===== src/dpf_pkg.sv =====
// dpf_pkg: shared types and constants of the descriptor pool and queue
// payload structs, command and status codes, controller/datapath links
// no dependencies
`default_nettype none

package dpf_pkg;

    localparam int KIND_W = 3;
    localparam int IDX_W  = 7;
    localparam int HDL_W  = 32;
    localparam int PORT_W = 4;
    localparam int STS_W  = 3;
    localparam int CNT_W  = 7;

    // configuration port
    localparam int CFG_ADDR_W = 3;
    localparam int CFG_DATA_W = 32;
    localparam logic REG_QUEUE_LIMIT = 1'b0;   // register index, paddr[2]
    localparam logic [CNT_W-1:0] QUEUE_LIMIT_RST = 7'd64;

    // command kinds
    localparam logic [KIND_W-1:0] KIND_ALLOC   = 3'd0;
    localparam logic [KIND_W-1:0] KIND_ATTACH  = 3'd1;
    localparam logic [KIND_W-1:0] KIND_RELEASE = 3'd2;
    localparam logic [KIND_W-1:0] KIND_ENQ     = 3'd3;
    localparam logic [KIND_W-1:0] KIND_DEQ     = 3'd4;

    // result status
    localparam logic [STS_W-1:0] ST_OK        = 3'd0;
    localparam logic [STS_W-1:0] ST_EXHAUSTED = 3'd1;
    localparam logic [STS_W-1:0] ST_NULL      = 3'd2;
    localparam logic [STS_W-1:0] ST_FULL      = 3'd3;
    localparam logic [STS_W-1:0] ST_EMPTY     = 3'd4;

    typedef struct packed {
        logic [KIND_W-1:0] kind;
        logic [IDX_W-1:0]  desc_index;
        logic [HDL_W-1:0]  buffer_handle;
        logic [PORT_W-1:0] port_tag;
    } t_item;

    typedef struct packed {
        logic [STS_W-1:0]  status;
        logic [IDX_W-1:0]  result_desc;
        logic [HDL_W-1:0]  released_handle;
        logic              front_valid;
        logic [IDX_W-1:0]  front_desc;
        logic [HDL_W-1:0]  front_handle;
        logic [PORT_W-1:0] front_port;
        logic [CNT_W-1:0]  queue_count;
    } t_result;

    // controller to datapath
    typedef struct packed {
        logic clear;      // clearing pass write
        logic load;       // capture a new command
        logic fetch;      // dequeue: take ring entry, read its descriptor
        logic commit;     // memory writes and state update
        logic front_hdl;  // take front index, read its descriptor
    } t_dp_ctl;

    // datapath to controller
    typedef struct packed {
        logic clear_last; // last entry of the clearing pass
        logic deq_go;     // latched command is a dequeue on a non-empty queue
    } t_dp_sts;

endpackage

`default_nettype wire


===== src/dpf_ctrl.sv =====
// dpf_ctrl: command sequencer of the descriptor pool and queue
// drives the datapath through dpf_pkg::t_dp_ctl, watches dpf_pkg::t_dp_sts
// depends on dpf_pkg
`default_nettype none

module dpf_ctrl (
    input  wire               i_clk,
    input  wire               i_rst_n,
    input  wire               i_start,
    input  dpf_pkg::t_dp_sts  i_sts,
    output dpf_pkg::t_dp_ctl  o_ctl,
    output logic              o_busy,
    output logic              o_result_valid
);

    typedef enum logic [7:0] {
        S_CLEAR  = 8'b0000_0001,
        S_IDLE   = 8'b0000_0010,
        S_READ   = 8'b0000_0100,
        S_FETCH  = 8'b0000_1000,
        S_COMMIT = 8'b0001_0000,
        S_FRONT  = 8'b0010_0000,
        S_FHDL   = 8'b0100_0000,
        S_DONE   = 8'b1000_0000
    } t_state;

    t_state r_state;
    t_state n_state;
    logic   w_accept;

    assign o_busy         = !((r_state == S_IDLE) || (r_state == S_DONE));
    assign o_result_valid = (r_state == S_DONE);
    assign w_accept       = i_start && !o_busy;

    assign o_ctl.clear     = (r_state == S_CLEAR);
    assign o_ctl.load      = w_accept;
    assign o_ctl.fetch     = (r_state == S_FETCH);
    assign o_ctl.commit    = (r_state == S_COMMIT);
    assign o_ctl.front_hdl = (r_state == S_FHDL);

    always_comb begin
        n_state = r_state;
        unique case (r_state)
            S_CLEAR: begin
                if (i_sts.clear_last) begin
                    n_state = S_IDLE;
                end
            end
            S_IDLE, S_DONE: begin
                if (w_accept) begin
                    n_state = S_READ;
                end else begin
                    n_state = S_IDLE;
                end
            end
            S_READ: begin
                if (i_sts.deq_go) begin
                    n_state = S_FETCH;
                end else begin
                    n_state = S_COMMIT;
                end
            end
            S_FETCH:  n_state = S_COMMIT;
            S_COMMIT: n_state = S_FRONT;
            S_FRONT:  n_state = S_FHDL;
            S_FHDL:   n_state = S_DONE;
            default:  n_state = S_CLEAR;
        endcase
    end

    always_ff @(posedge i_clk) begin
        if (!i_rst_n) begin
            r_state <= S_CLEAR;
        end else begin
            r_state <= n_state;
        end
    end

endmodule

`default_nettype wire


===== src/dpf_datapath.sv =====
// dpf_datapath: descriptor memories, index ring, free-list head and queue pointers
// steered step by step by dpf_ctrl
// depends on dpf_pkg
`default_nettype none

module dpf_datapath #(
    parameter int POOL_DEPTH = 64,
    parameter int RING_DEPTH = 64
) (
    input  wire                               i_clk,
    input  wire                               i_rst_n,
    input  dpf_pkg::t_dp_ctl                  i_ctl,
    input  dpf_pkg::t_item                    i_item,
    input  wire [dpf_pkg::CNT_W-1:0]          i_queue_limit,
    output dpf_pkg::t_dp_sts                  o_sts,
    output dpf_pkg::t_result                  o_result
);

    localparam int PA_W = $clog2(POOL_DEPTH + 1);
    localparam int RP_W = $clog2(RING_DEPTH);
    localparam int IW   = dpf_pkg::IDX_W;
    localparam int HW   = dpf_pkg::HDL_W;
    localparam int PW   = dpf_pkg::PORT_W;
    localparam int CW   = dpf_pkg::CNT_W;
    localparam int SW   = dpf_pkg::STS_W;

    // memories, entry 0 of the pool arrays is never used
    logic [PA_W-1:0] m_links   [POOL_DEPTH+1];
    logic [HW-1:0]   m_handles [POOL_DEPTH+1];
    logic [PW-1:0]   m_ports   [POOL_DEPTH+1];
    logic [IW-1:0]   m_ring    [RING_DEPTH];

    // registered read data
    logic [PA_W-1:0] r_link_q;
    logic [HW-1:0]   r_hdl_q;
    logic [PW-1:0]   r_port_q;
    logic [IW-1:0]   r_ring_q;

    // command and bookkeeping
    dpf_pkg::t_item  r_cmd;
    logic [PA_W-1:0] r_head, n_head;
    logic [RP_W-1:0] r_rp, n_rp;
    logic [RP_W-1:0] r_wp, n_wp;
    logic [CW-1:0]   r_count, n_count;
    logic [PA_W-1:0] r_clr_addr;
    logic [IW-1:0]   r_d;
    logic [IW-1:0]   r_front_desc;
    logic [SW-1:0]   r_status, n_status;
    logic [IW-1:0]   r_rdesc, n_rdesc;
    logic [HW-1:0]   r_rel, n_rel;

    // write ports
    logic            w_l_we, w_h_we, w_p_we, w_r_we;
    logic [PA_W-1:0] w_l_wa, w_h_wa, w_p_wa;
    logic [PA_W-1:0] w_l_wd;
    logic [HW-1:0]   w_h_wd;
    logic [PW-1:0]   w_p_wd;

    logic [PA_W-1:0] w_hp_ra;
    logic [PA_W-1:0] w_idx_a;
    logic [PA_W-1:0] w_d_a;
    logic            w_idx_ok;
    logic            w_d_ok;
    logic            w_full;
    logic            w_nonempty;

    assign w_idx_a    = PA_W'(r_cmd.desc_index);
    assign w_d_a      = PA_W'(r_d);
    assign w_idx_ok   = (r_cmd.desc_index != '0) &&
                        (32'(r_cmd.desc_index) <= 32'(POOL_DEPTH));
    assign w_d_ok     = (r_d != '0) && (32'(r_d) <= 32'(POOL_DEPTH));
    assign w_full     = (r_count >= i_queue_limit) || (32'(r_count) >= 32'(RING_DEPTH));
    assign w_nonempty = (r_count != '0);

    // both the dequeue fetch and the front lookup address by the ring word
    assign w_hp_ra = (i_ctl.fetch || i_ctl.front_hdl) ? PA_W'(r_ring_q) : w_idx_a;

    assign o_sts.clear_last = (r_clr_addr == PA_W'(POOL_DEPTH));
    assign o_sts.deq_go     = (r_cmd.kind == dpf_pkg::KIND_DEQ) && w_nonempty;

    always_comb begin
        n_head   = r_head;
        n_rp     = r_rp;
        n_wp     = r_wp;
        n_count  = r_count;
        n_status = dpf_pkg::ST_OK;
        n_rdesc  = '0;
        n_rel    = '0;
        w_l_we   = 1'b0;
        w_l_wa   = r_clr_addr;
        w_l_wd   = '0;
        w_h_we   = 1'b0;
        w_h_wa   = r_clr_addr;
        w_h_wd   = '0;
        w_p_we   = 1'b0;
        w_p_wa   = r_clr_addr;
        w_p_wd   = '0;
        w_r_we   = 1'b0;
        if (i_ctl.clear) begin
            w_l_we = 1'b1;
            w_h_we = 1'b1;
            w_p_we = 1'b1;
            if (r_clr_addr != PA_W'(POOL_DEPTH)) begin
                w_l_wd = r_clr_addr + 1'b1;
            end
        end else if (i_ctl.commit) begin
            unique case (r_cmd.kind)
                dpf_pkg::KIND_ALLOC: begin
                    if (r_head == '0) begin
                        n_status = dpf_pkg::ST_EXHAUSTED;
                    end else if (r_cmd.buffer_handle == '0) begin
                        n_status = dpf_pkg::ST_NULL;
                    end else begin
                        n_head  = r_link_q;
                        w_h_we  = 1'b1;
                        w_h_wa  = r_head;
                        w_h_wd  = r_cmd.buffer_handle;
                        w_p_we  = 1'b1;
                        w_p_wa  = r_head;
                        w_p_wd  = r_cmd.port_tag;
                        n_rdesc = IW'(r_head);
                    end
                end
                dpf_pkg::KIND_ATTACH: begin
                    if (!w_idx_ok || (r_cmd.buffer_handle == '0)) begin
                        n_status = dpf_pkg::ST_NULL;
                    end else begin
                        w_h_we = 1'b1;
                        w_h_wa = w_idx_a;
                        w_h_wd = r_cmd.buffer_handle;
                    end
                end
                dpf_pkg::KIND_RELEASE: begin
                    if (!w_idx_ok) begin
                        n_status = dpf_pkg::ST_NULL;
                    end else begin
                        n_rel  = r_hdl_q;
                        w_h_we = 1'b1;
                        w_h_wa = w_idx_a;
                        w_p_we = 1'b1;
                        w_p_wa = w_idx_a;
                        w_l_we = 1'b1;
                        w_l_wa = w_idx_a;
                        w_l_wd = r_head;
                        n_head = w_idx_a;
                    end
                end
                dpf_pkg::KIND_ENQ: begin
                    if (!w_idx_ok) begin
                        n_status = dpf_pkg::ST_NULL;
                    end else if (w_full) begin
                        n_status = dpf_pkg::ST_FULL;
                    end else begin
                        w_r_we  = 1'b1;
                        n_wp    = (r_wp == RP_W'(RING_DEPTH - 1)) ? '0 : r_wp + 1'b1;
                        n_count = r_count + 1'b1;
                    end
                end
                dpf_pkg::KIND_DEQ: begin
                    if (!w_nonempty) begin
                        n_status = dpf_pkg::ST_EMPTY;
                    end else begin
                        if (w_d_ok) begin
                            n_rel  = r_hdl_q;
                            w_h_we = 1'b1;
                            w_h_wa = w_d_a;
                            w_p_we = 1'b1;
                            w_p_wa = w_d_a;
                            w_l_we = 1'b1;
                            w_l_wa = w_d_a;
                            w_l_wd = r_head;
                            n_head = w_d_a;
                        end
                        n_rdesc = r_d;
                        n_rp    = (r_rp == RP_W'(RING_DEPTH - 1)) ? '0 : r_rp + 1'b1;
                        n_count = r_count - 1'b1;
                    end
                end
                default: begin
                    // unused kinds change nothing
                end
            endcase
        end
    end

    // memories and read registers
    always_ff @(posedge i_clk) begin
        if (w_l_we) begin
            m_links[w_l_wa] <= w_l_wd;
        end
        if (w_h_we) begin
            m_handles[w_h_wa] <= w_h_wd;
        end
        if (w_p_we) begin
            m_ports[w_p_wa] <= w_p_wd;
        end
        if (w_r_we) begin
            m_ring[r_wp] <= r_cmd.desc_index;
        end
        r_link_q <= m_links[r_head];
        r_hdl_q  <= m_handles[w_hp_ra];
        r_port_q <= m_ports[w_hp_ra];
        r_ring_q <= m_ring[r_rp];
    end

    // payload registers
    always_ff @(posedge i_clk) begin
        if (i_ctl.load) begin
            r_cmd <= i_item;
        end
        if (i_ctl.fetch) begin
            r_d <= r_ring_q;
        end
        if (i_ctl.front_hdl) begin
            r_front_desc <= r_ring_q;
        end
        if (i_ctl.commit) begin
            r_status <= n_status;
            r_rdesc  <= n_rdesc;
            r_rel    <= n_rel;
        end
    end

    // control state
    always_ff @(posedge i_clk) begin
        if (!i_rst_n) begin
            r_head     <= PA_W'(1);
            r_rp       <= '0;
            r_wp       <= '0;
            r_count    <= '0;
            r_clr_addr <= '0;
        end else begin
            r_head  <= n_head;
            r_rp    <= n_rp;
            r_wp    <= n_wp;
            r_count <= n_count;
            if (i_ctl.clear && !o_sts.clear_last) begin
                r_clr_addr <= r_clr_addr + 1'b1;
            end
        end
    end

    assign o_result.status          = r_status;
    assign o_result.result_desc     = r_rdesc;
    assign o_result.released_handle = r_rel;
    assign o_result.front_valid     = w_nonempty;
    assign o_result.front_desc      = w_nonempty ? r_front_desc : '0;
    assign o_result.front_handle    = w_nonempty ? r_hdl_q : '0;
    assign o_result.front_port      = w_nonempty ? r_port_q : '0;
    assign o_result.queue_count     = r_count;

endmodule

`default_nettype wire


===== src/descriptor_pool_fifo.sv =====
// descriptor_pool_fifo: top level of the descriptor pool and queue
// holds the configuration register, joins dpf_ctrl and dpf_datapath
// depends on dpf_pkg, dpf_ctrl, dpf_datapath
//
//  channel   | ports                                        | transfer when
//  ----------+----------------------------------------------+----------------------------
//  command   | i_start, o_busy, i_item                      | i_start high, o_busy low
//  result    | o_result_valid, o_result                     | every cycle o_result_valid
//  config    | psel, penable, pwrite, paddr, pwdata, prdata | psel, penable, pwrite high
//
// a result transfers in state done after read, commit, front and fhdl, with fetch after
// read for a non-empty dequeue; the sequencer reads and writes back the synchronous
// descriptor memories, then reads the ring and descriptor again for the new front
// o_busy drops on the result cycle, so the next command can transfer there
// after reset a clearing pass over POOL_DEPTH+1 entries rebuilds the free list with
// o_busy high; configuration writes are taken at any time
// the result is shown for one cycle only, the receiver cannot stall it
`default_nettype none

module descriptor_pool_fifo #(
    parameter int POOL_DEPTH = 64,
    parameter int RING_DEPTH = 64
) (
    input  wire                                 i_clk,
    input  wire                                 i_rst_n,
    // command channel
    input  wire                                 i_start,
    output logic                                o_busy,
    input  dpf_pkg::t_item                      i_item,
    // result channel
    output logic                                o_result_valid,
    output dpf_pkg::t_result                    o_result,
    // configuration port
    input  wire                                 psel,
    input  wire                                 penable,
    input  wire                                 pwrite,
    input  wire [dpf_pkg::CFG_ADDR_W-1:0]       paddr,
    input  wire [dpf_pkg::CFG_DATA_W-1:0]       pwdata,
    output logic [dpf_pkg::CFG_DATA_W-1:0]      prdata,
    output logic                                pready
);

    dpf_pkg::t_dp_ctl            w_ctl;
    dpf_pkg::t_dp_sts            w_sts;
    logic [dpf_pkg::CNT_W-1:0]   r_queue_limit;
    logic                        w_cfg_wr;
    logic                        w_sel_limit;

    // single register at byte address 0, paddr[2] selects the register
    assign pready      = 1'b1;
    assign w_sel_limit = (paddr[2] == dpf_pkg::REG_QUEUE_LIMIT);
    assign w_cfg_wr    = psel && penable && pwrite && pready;
    assign prdata      = w_sel_limit ? dpf_pkg::CFG_DATA_W'(r_queue_limit) : '0;

    // queue limit, a value of zero makes every enqueue with a valid index report full
    always_ff @(posedge i_clk) begin
        if (!i_rst_n) begin
            r_queue_limit <= dpf_pkg::QUEUE_LIMIT_RST;
        end else if (w_cfg_wr && w_sel_limit) begin
            r_queue_limit <= pwdata[dpf_pkg::CNT_W-1:0];
        end
    end

    // sequencer
    dpf_ctrl u_ctrl (
        .i_clk          (i_clk),
        .i_rst_n        (i_rst_n),
        .i_start        (i_start),
        .i_sts          (w_sts),
        .o_ctl          (w_ctl),
        .o_busy         (o_busy),
        .o_result_valid (o_result_valid)
    );

    // memories, free-list head, ring pointers and result registers
    dpf_datapath #(
        .POOL_DEPTH (POOL_DEPTH),
        .RING_DEPTH (RING_DEPTH)
    ) u_datapath (
        .i_clk         (i_clk),
        .i_rst_n       (i_rst_n),
        .i_ctl         (w_ctl),
        .i_item        (i_item),
        .i_queue_limit (r_queue_limit),
        .o_sts         (w_sts),
        .o_result      (o_result)
    );

endmodule

`default_nettype wire

===== config.mk =====
export PLATFORM = sky130hd
export DESIGN_NAME = descriptor_pool_fifo
export DESIGN_NICKNAME = d
export VERILOG_FILES = /design/src/dpf_pkg.sv /design/src/dpf_ctrl.sv /design/src/dpf_datapath.sv /design/src/descriptor_pool_fifo.sv
export SDC_FILE = /design/constraint.sdc
export NUM_CORES = 2
export LEC_CHECK = 0
export ABC_AREA = 1
export BUFFER_PORTS_ARGS = -buffer_cell sky130_fd_sc_hd__buf_2
export CORE_MARGIN = 2
export CORE_UTILIZATION = 55
export DETAILED_ROUTE_END_ITERATION = 10
export PLACE_DENSITY = 0.7
export SETUP_SLACK_MARGIN = 0.2
export SLEW_MARGIN = 20
export SYNTH_ARGS = -nofsm -noshare
export SYNTH_HDL_FRONTEND = slang
export SYNTH_SLANG_ARGS = --single-unit
export TNS_END_PERCENT = 50

===== constraint.sdc =====
create_clock -name i_clk -period 5.8 [get_ports i_clk]
set_input_delay 0.58 -clock i_clk [delete_from_list [all_inputs] [get_ports i_clk]]
set_output_delay 0.58 -clock i_clk [all_outputs]
set_load 0.005 [all_outputs]

After elaboration in Yosys (flattened, before gate mapping). Memory sizes are Yosys's and may differ from the RTL's. A register that Yosys moved wholly into a read port is not among the register bits. Cells that the tools add are included.

Register bits after elaboration: 150. Bits in writable memories: 3243. Output and inout bits: 128. Logic and storage cells: 182. Memories: 4.

Memories: u_datapath.m_handles (depth 65, bits a word 32, rd ports 1, clocked after memory_dff 1, wr ports 1, RTL line dpf_datapath.sv:29) `logic [HW-1:0] m_handles [POOL_DEPTH+1];`; u_datapath.m_links (depth 65, bits a word 7, rd ports 1, clocked after memory_dff 1, wr ports 1, RTL line dpf_datapath.sv:28) `logic [PA_W-1:0] m_links [POOL_DEPTH+1];`; u_datapath.m_ring (depth 64, bits a word 7, rd ports 1, clocked after memory_dff 1, wr ports 1, RTL line dpf_datapath.sv:31) `logic [IW-1:0] m_ring [RING_DEPTH];`; u_datapath.m_ports (depth 65, bits a word 4, rd ports 1, clocked after memory_dff 1, wr ports 1, RTL line dpf_datapath.sv:30) `logic [PW-1:0] m_ports [POOL_DEPTH+1];`.

$add $sub $neg: 5. Order comparisons: 4. Equality and inequality tests: 24. Muxes and demuxes: 98. Bitwise logic cells: 3. Reduce and logical (&&, ||, !) cells: 28.

Operators with widths (count): $mux W32 (9); $mux W7 (32); $pmux W32 S2 (2); $pmux W7 S2 (4); $pmux W8 S7 (1); $pmux W7 S3 (2); $logic_not A32 Y1 (1); $pmux W7 S4 (1); $mux W1 (25); $mux W4 (6); $reduce_bool A7 Y1 (3); $pmux W3 S5 (1); $add A7 B1 Y7 const B (2); $le A7 B7 Y1 const B (2); $add A6 B1 Y6 const B (2); $eq A6 B6 Y1 const B (2); $mux W3 (4); $mux W6 (2); $eq A8 B1 Y1 const B (1); $eq A8 B2 Y1 const B (1); $eq A8 B3 Y1 const B (1); $eq A8 B4 Y1 const B (1); $eq A8 B5 Y1 const B (1); $eq A8 B6 Y1 const B (1); other kinds (31) (55).

Depth between registers and ports, before layout.
Word-level depth: 10. Gate-level depth with buffers: 18. Mapped depth without buffers: 17.

Modules after synthesis. Synthesis repeated with hierarchy kept, for this count alone.

Cell total of the unflattened synthesis: 11035. Area total of the unflattened synthesis: 137210.3 um2.

Modules (own cells, without submodules): dpf_datapath (instances 1, cells each 10865, area each 136118.0 um2, seq. area each 102107.9 um2); descriptor_pool_fifo (instances 1, cells each 90, area each 600.6 um2, seq. area each 140.1 um2); dpf_ctrl (instances 1, cells each 80, area each 491.7 um2, seq. area each 160.2 um2).

Least setup slack after synthesis. No wires, ideal clock.

Path type: register to register. From: reg u_datapath.r_cmd (netlist bit u_datapath.w_idx_a[5]). To: mem u_datapath.m_links[0][0] in the netlist's numbering, data pin. Data arrival time: 4.698 ns. Data required time: 5.091 ns. Setup slack: 0.392 ns. Cell stages (with the launch flop): 11. Path buffers: 0. Period minus slack after synthesis: 5.408 ns. Cell sequence: edfxtp_1 > nor2_1 > nand3_1 > nand2_1 > nand2_1 > nand2_1 > nand2_1 > clkinv_1 > nor2_1 > inv_1 > o21ai_0.

Longest elaborated chain between the ends: 6. Elaborated cells on any way between the ends: 7.

Ends and longest elaborated chain: start: declaration (RTL line dpf_datapath.sv:40) `dpf_pkg::t_item r_cmd;`; start signal: assignment (RTL line dpf_datapath.sv:209) `r_cmd <= i_item;`; $le A7 B7 Y1 or $reduce_bool A7 Y1 (tied branches) (RTL line dpf_datapath.sv:70, dpf_datapath.sv:69); $logic_and A1 B1 Y1 (*) (RTL line dpf_datapath.sv:69) `assign w_idx_ok = (r_cmd.desc_index != '0) &&`; $mux W7 (*) (RTL line dpf_datapath.sv:134) `if (!w_idx_ok) begin`; $pmux W7 S2 (*) (RTL line dpf_datapath.sv:107) `unique case (r_cmd.kind)`; $mux W7 (*) (RTL line dpf_datapath.sv:106) `end else if (i_ctl.commit) begin`; $mux W7 (*) (RTL line dpf_datapath.sv:99) `if (i_ctl.clear) begin`; named net u_datapath.w_l_wd[0] (RTL line dpf_datapath.sv:55) `logic [PA_W-1:0] w_l_wd;`; end: declaration (RTL line dpf_datapath.sv:28).

The timed path passes the listed nets; every way through them passes the cells marked *.

Worst setup path after layout.
From: reg u_datapath.r_head[5]. To: mem u_datapath.m_handles[8][4] in the netlist's numbering (enable).

Longest elaborated chain between the ends: 7. Elaborated cells on any way between the ends: 12.

Ends and longest elaborated chain: start: declaration (RTL line dpf_datapath.sv:41) `logic [PA_W-1:0] r_head, n_head;`; start signal: assignment (RTL line dpf_datapath.sv:233) `r_head <= n_head;`; $logic_not A7 Y1 (RTL line dpf_datapath.sv:109) `if (r_head == '0) begin`; $mux W1 (RTL line dpf_datapath.sv:109); $pmux W1 S4 (RTL line dpf_datapath.sv:107); $mux W1 (RTL line dpf_datapath.sv:106); $mux W1 (RTL line dpf_datapath.sv:99); $mux W1 (RTL line dpf_datapath.sv:191) `if (w_h_we) begin`; $mux W1 (not written as such) (RTL line dpf_datapath.sv:192) `m_handles[w_h_wa] <= w_h_wd;`; end: declaration (RTL line dpf_datapath.sv:29).

Parallel ways exist; a longest one is shown, timed or not.

==> summary.md <==
| Metric | Value |
|---|---|
| Worst-Skew Late Latency | ~1.0 ns |
| DRT iter0 DRCs | between 10000 and 15000 |
| Clock Tree Buf Depth | 4 |
| Fillers | between 15000 and 20000 |
| Dpl cell area | ~140000 um^2 |
| Cell Count, Final, Fillers Out | 15200 |
| Setup bufs post-CTS | 0 |
| Final Critical Period | just over 5 ns |
| Syn avg cell area | ~12 um^2 |
| Hold Crit Start | i_start |
| Share of cells above drive strength 1 | 9.54% |
| Dpl ws | 0.929 ns |
| Ports | 215 |
| Largest net degree at the start of global routing | around 230 |
| Total Nets Final | between 10000 and 15000 |
| Overall Global Routing Usage | about 30% |
| Final setup viols | 0 |
| Main area contributors after synthesis | edfxtp_1 72%, nand3_1 9.4%, nand2_1 6.5% |
| CP dominant cell by count | nand2_1 |
| Max incr delay on CP | about 1.1 ns |
| Top delay family on crit path | simple AND/OR/NAND/NOR gates |
| Core ar. | between 200000 and 300000 um^2 |
| Worst Path Max Fanout | 24 |
| Post-synth top flop | edfxtp_1 |
| Via density | ~6.3 |
| Max IR drop VDD | between 0.2 and 0.3 mV |
| Clk sinks | about 3400 |
| CP Class | register to register |
| Gpl congestion | 0.931 |
| WP buf/inv | 2 |
| Setup TNS | 0 ns |
| CTS Buf Count | 354 |
| TritonCTS clock tree | done |
| DR pass1 iterations | 9 |
| Wire length per cell | 26.0 um |
| Synth area leader | edfxtp_1 |
| Layout area overhead | 12.2% |
| RSZ-0062 raised after global routing | false |
| Pwr Total | ~52 mW |
| Post-synth EDFFs | 3345 |
| Congestion Overflow GR | 0 |
| Leakage | ~55 nW |
| WP data required | around 6.4 ns |
| Vias in the first global route | 91300 |
| Post-route setup slack | between 0.7 and 0.8 ns |
| Fin crit share | between 80% and 90% |
| First-pass GRT wire length | approximately 580000 um |
| Pwr Density | between 300 and 400 nW/um^2 |
| Hold buffer count at CTS | between 50 and 60 |
| Post-Route Utilization | ~62% |
| Count leader, synth | edfxtp_1 |
| Root buf cell | clkbuf_16 |
| Arrival @ worst endpoint | 5.74 ns |
| Most instantiated cells after synthesis | 3345 x edfxtp_1, 2621 x nand3_1, 2427 x nand2_1, 930 x nor2_1, 540 x o21ai_0 |
| Synth Cell Area | 139000 um^2 |
| Yosys top cell area share | between 70% and 80% |
| Post-synthesis sequential area ratio | between 70 and 80% |
| Synth Warn # | 0 |
| Clk_skew | between 0.09 and 0.1 ns |
| Netlist cell types | 60 |
| Post-synthesis instance total | between 10000 and 15000 |
| CP startpoint | u_datapath.r_head[5] |
| Outcome | complete, no violations |
| F_max | 196 MHz |
| Minimum hold slack | 0.117 ns |
| Crit path capture type | register |
| Initial antenna violation count | 17 |
| Startpoint Class | register |
| Async set-reset flop share out of synthesis | 0% |
| Reg clk slew, reported paths | approximately 0.06 ns |
| Via count | ~95000 |
| Final HPWL DP | between 200000 and 250000 um |
| Worst Max-Slew Pin Slew | about 1.2 ns |
| Full die area | approximately 260000 um^2 |
| HP Class | input pin to register |
| Post-synthesis register bit count | about 3400 |
| Final instance area | roughly 160000 um^2 |
| Crit-path slowest cell | nor2_4 |
| Max-slew violations | 0 |
| CTS H-Tree Depth | 5 |
| Die height | approximately 500 um |
| Total wire length | between 300000 and 400000 um |
| Internal reg-to-reg setup slack | approximately 0.7 ns |
| Post_cts resized | 0 |
| Final Hold Viols | 0 |
| Slew headroom | between 20% and 30% |
| Reg-to-Reg Start | u_datapath.r_head[5] |
| DRC | 0 |
| Initial Util | between 50% and 60% |
| CP cell instances | clkinv_1 > nand2_1 > nor4_2 > nand2_1 > nand2_1 > a21oi_1 > nand3_1 > nand2_1 > nand2_1 > nor2_2 > nand3_2 > nor2_4 > buf_4 |
| Max-cap violations | 0 |
| Die Width | 507 um |
| Post-placement cell count | about 15000 |
| ANT nets after route | 0 |
| Rows | 184 |
| Port bufs | between 150 and 200 |
[flip-flops by register name, indices dropped and copies added, names as in the netlist, 8 cells and up]
name,flops
u_datapath.m_handles,2080
u_datapath.m_ports,260
u_datapath.r_rel,32
u_ctrl.r_state,8
u_datapath.m_links,455
u_datapath.r_hdl_q,32
u_datapath.m_ring,448
u_datapath.r_cmd,39
[layout make-up]
class,count,area (um^2),area share (%)
clock buffers,451,9590,6.13
clock inverters,178,2000,1.28
flip-flops and latches,3443,102000,65.5
multi-input cells,7116,33500,21.4
well taps,3348,4190,2.68
repair buffers,475,3850,2.47
diodes,5,12.5,0.00800
inverters,203,797,0.510
[power by group]
part | switching [mW] | total [mW] | internal, mW
Sequential | 0.0805 | 27.5 | 27.4
Clock | 9.30 | 22.9 | 13.6
Combinational | 0.960 | 1.19 | 0.231
Total | 10.3 | 51.5 | 41.2
[final timing paths]
check	endpoint	depth (start not counted)
max	u_datapath.m_handles[8][4]	13
min	u_ctrl.r_state[2]	3
max reg2reg	u_datapath.m_handles[8][4]	13
min reg2reg	u_datapath.r_hdl_q[3]	2
[layer usage]
layer	wire, um	track usage [%]	up-vias
met5	235	0.500	-
met4	16200	12.0	10
met3	55000	9.06	908
met2	177000	45.1	6492
met1	148000	41.7	46300
li1	-	-	41600
[cells in the final DEF, fill, tap and decap left out, types with 9 or more instances in the layout]
master / n
a21oi_1: 70
a31oi_1: 9
buf_12: 41
buf_2: 161
buf_4: 216
bufinv_16: 43
clkbuf_1: 72
clkbuf_16: 364
clkbuf_8: 15
clkinv_1: 70
clkinv_2: 50
clkinvlp_4: 11
conb_1: 26
dfxtp_1: 93
dlygate4sd3_1: 55
edfxtp_1: 3345
ha_1: 16
inv_1: 167
inv_2: 19
nand2_1: 2427
nand2_2: 11
nand3_1: 2619
nand3_2: 11
nand4_1: 24
nor2_1: 832
nor2_2: 10
nor2_4: 97
nor3_1: 56
nor3_2: 10
o211ai_1: 33
o21ai_0: 532
o21ai_4: 14
o221ai_1: 63
o22ai_1: 181
[worst register-to-register path, stage by stage, from the launching register on]
cell	delay (ns)
dfxtp_1	0.58
clkinv_1	0.51
nand2_1	0.21
nor4_2	0.10
nand2_1	0.18
nand2_1	0.20
a21oi_1	0.25
nand3_1	0.11
nand2_1	0.11
nand2_1	0.11
nor2_2	0.33
nand3_2	0.69
nor2_4	1.06
buf_4	0.35
[cells by family after synthesis]
family | share of synthesized area [%]
and+or+nand+nor | 19.2
DFF | 73.5
buffers and inverters | 3.22
AOI/OAI and AO/OA | 3.88
adders and majority gates | 0.158
xor gates and xnor gates | 0.0377
other | 0.00539
Power figures use the tool's default switching activity.
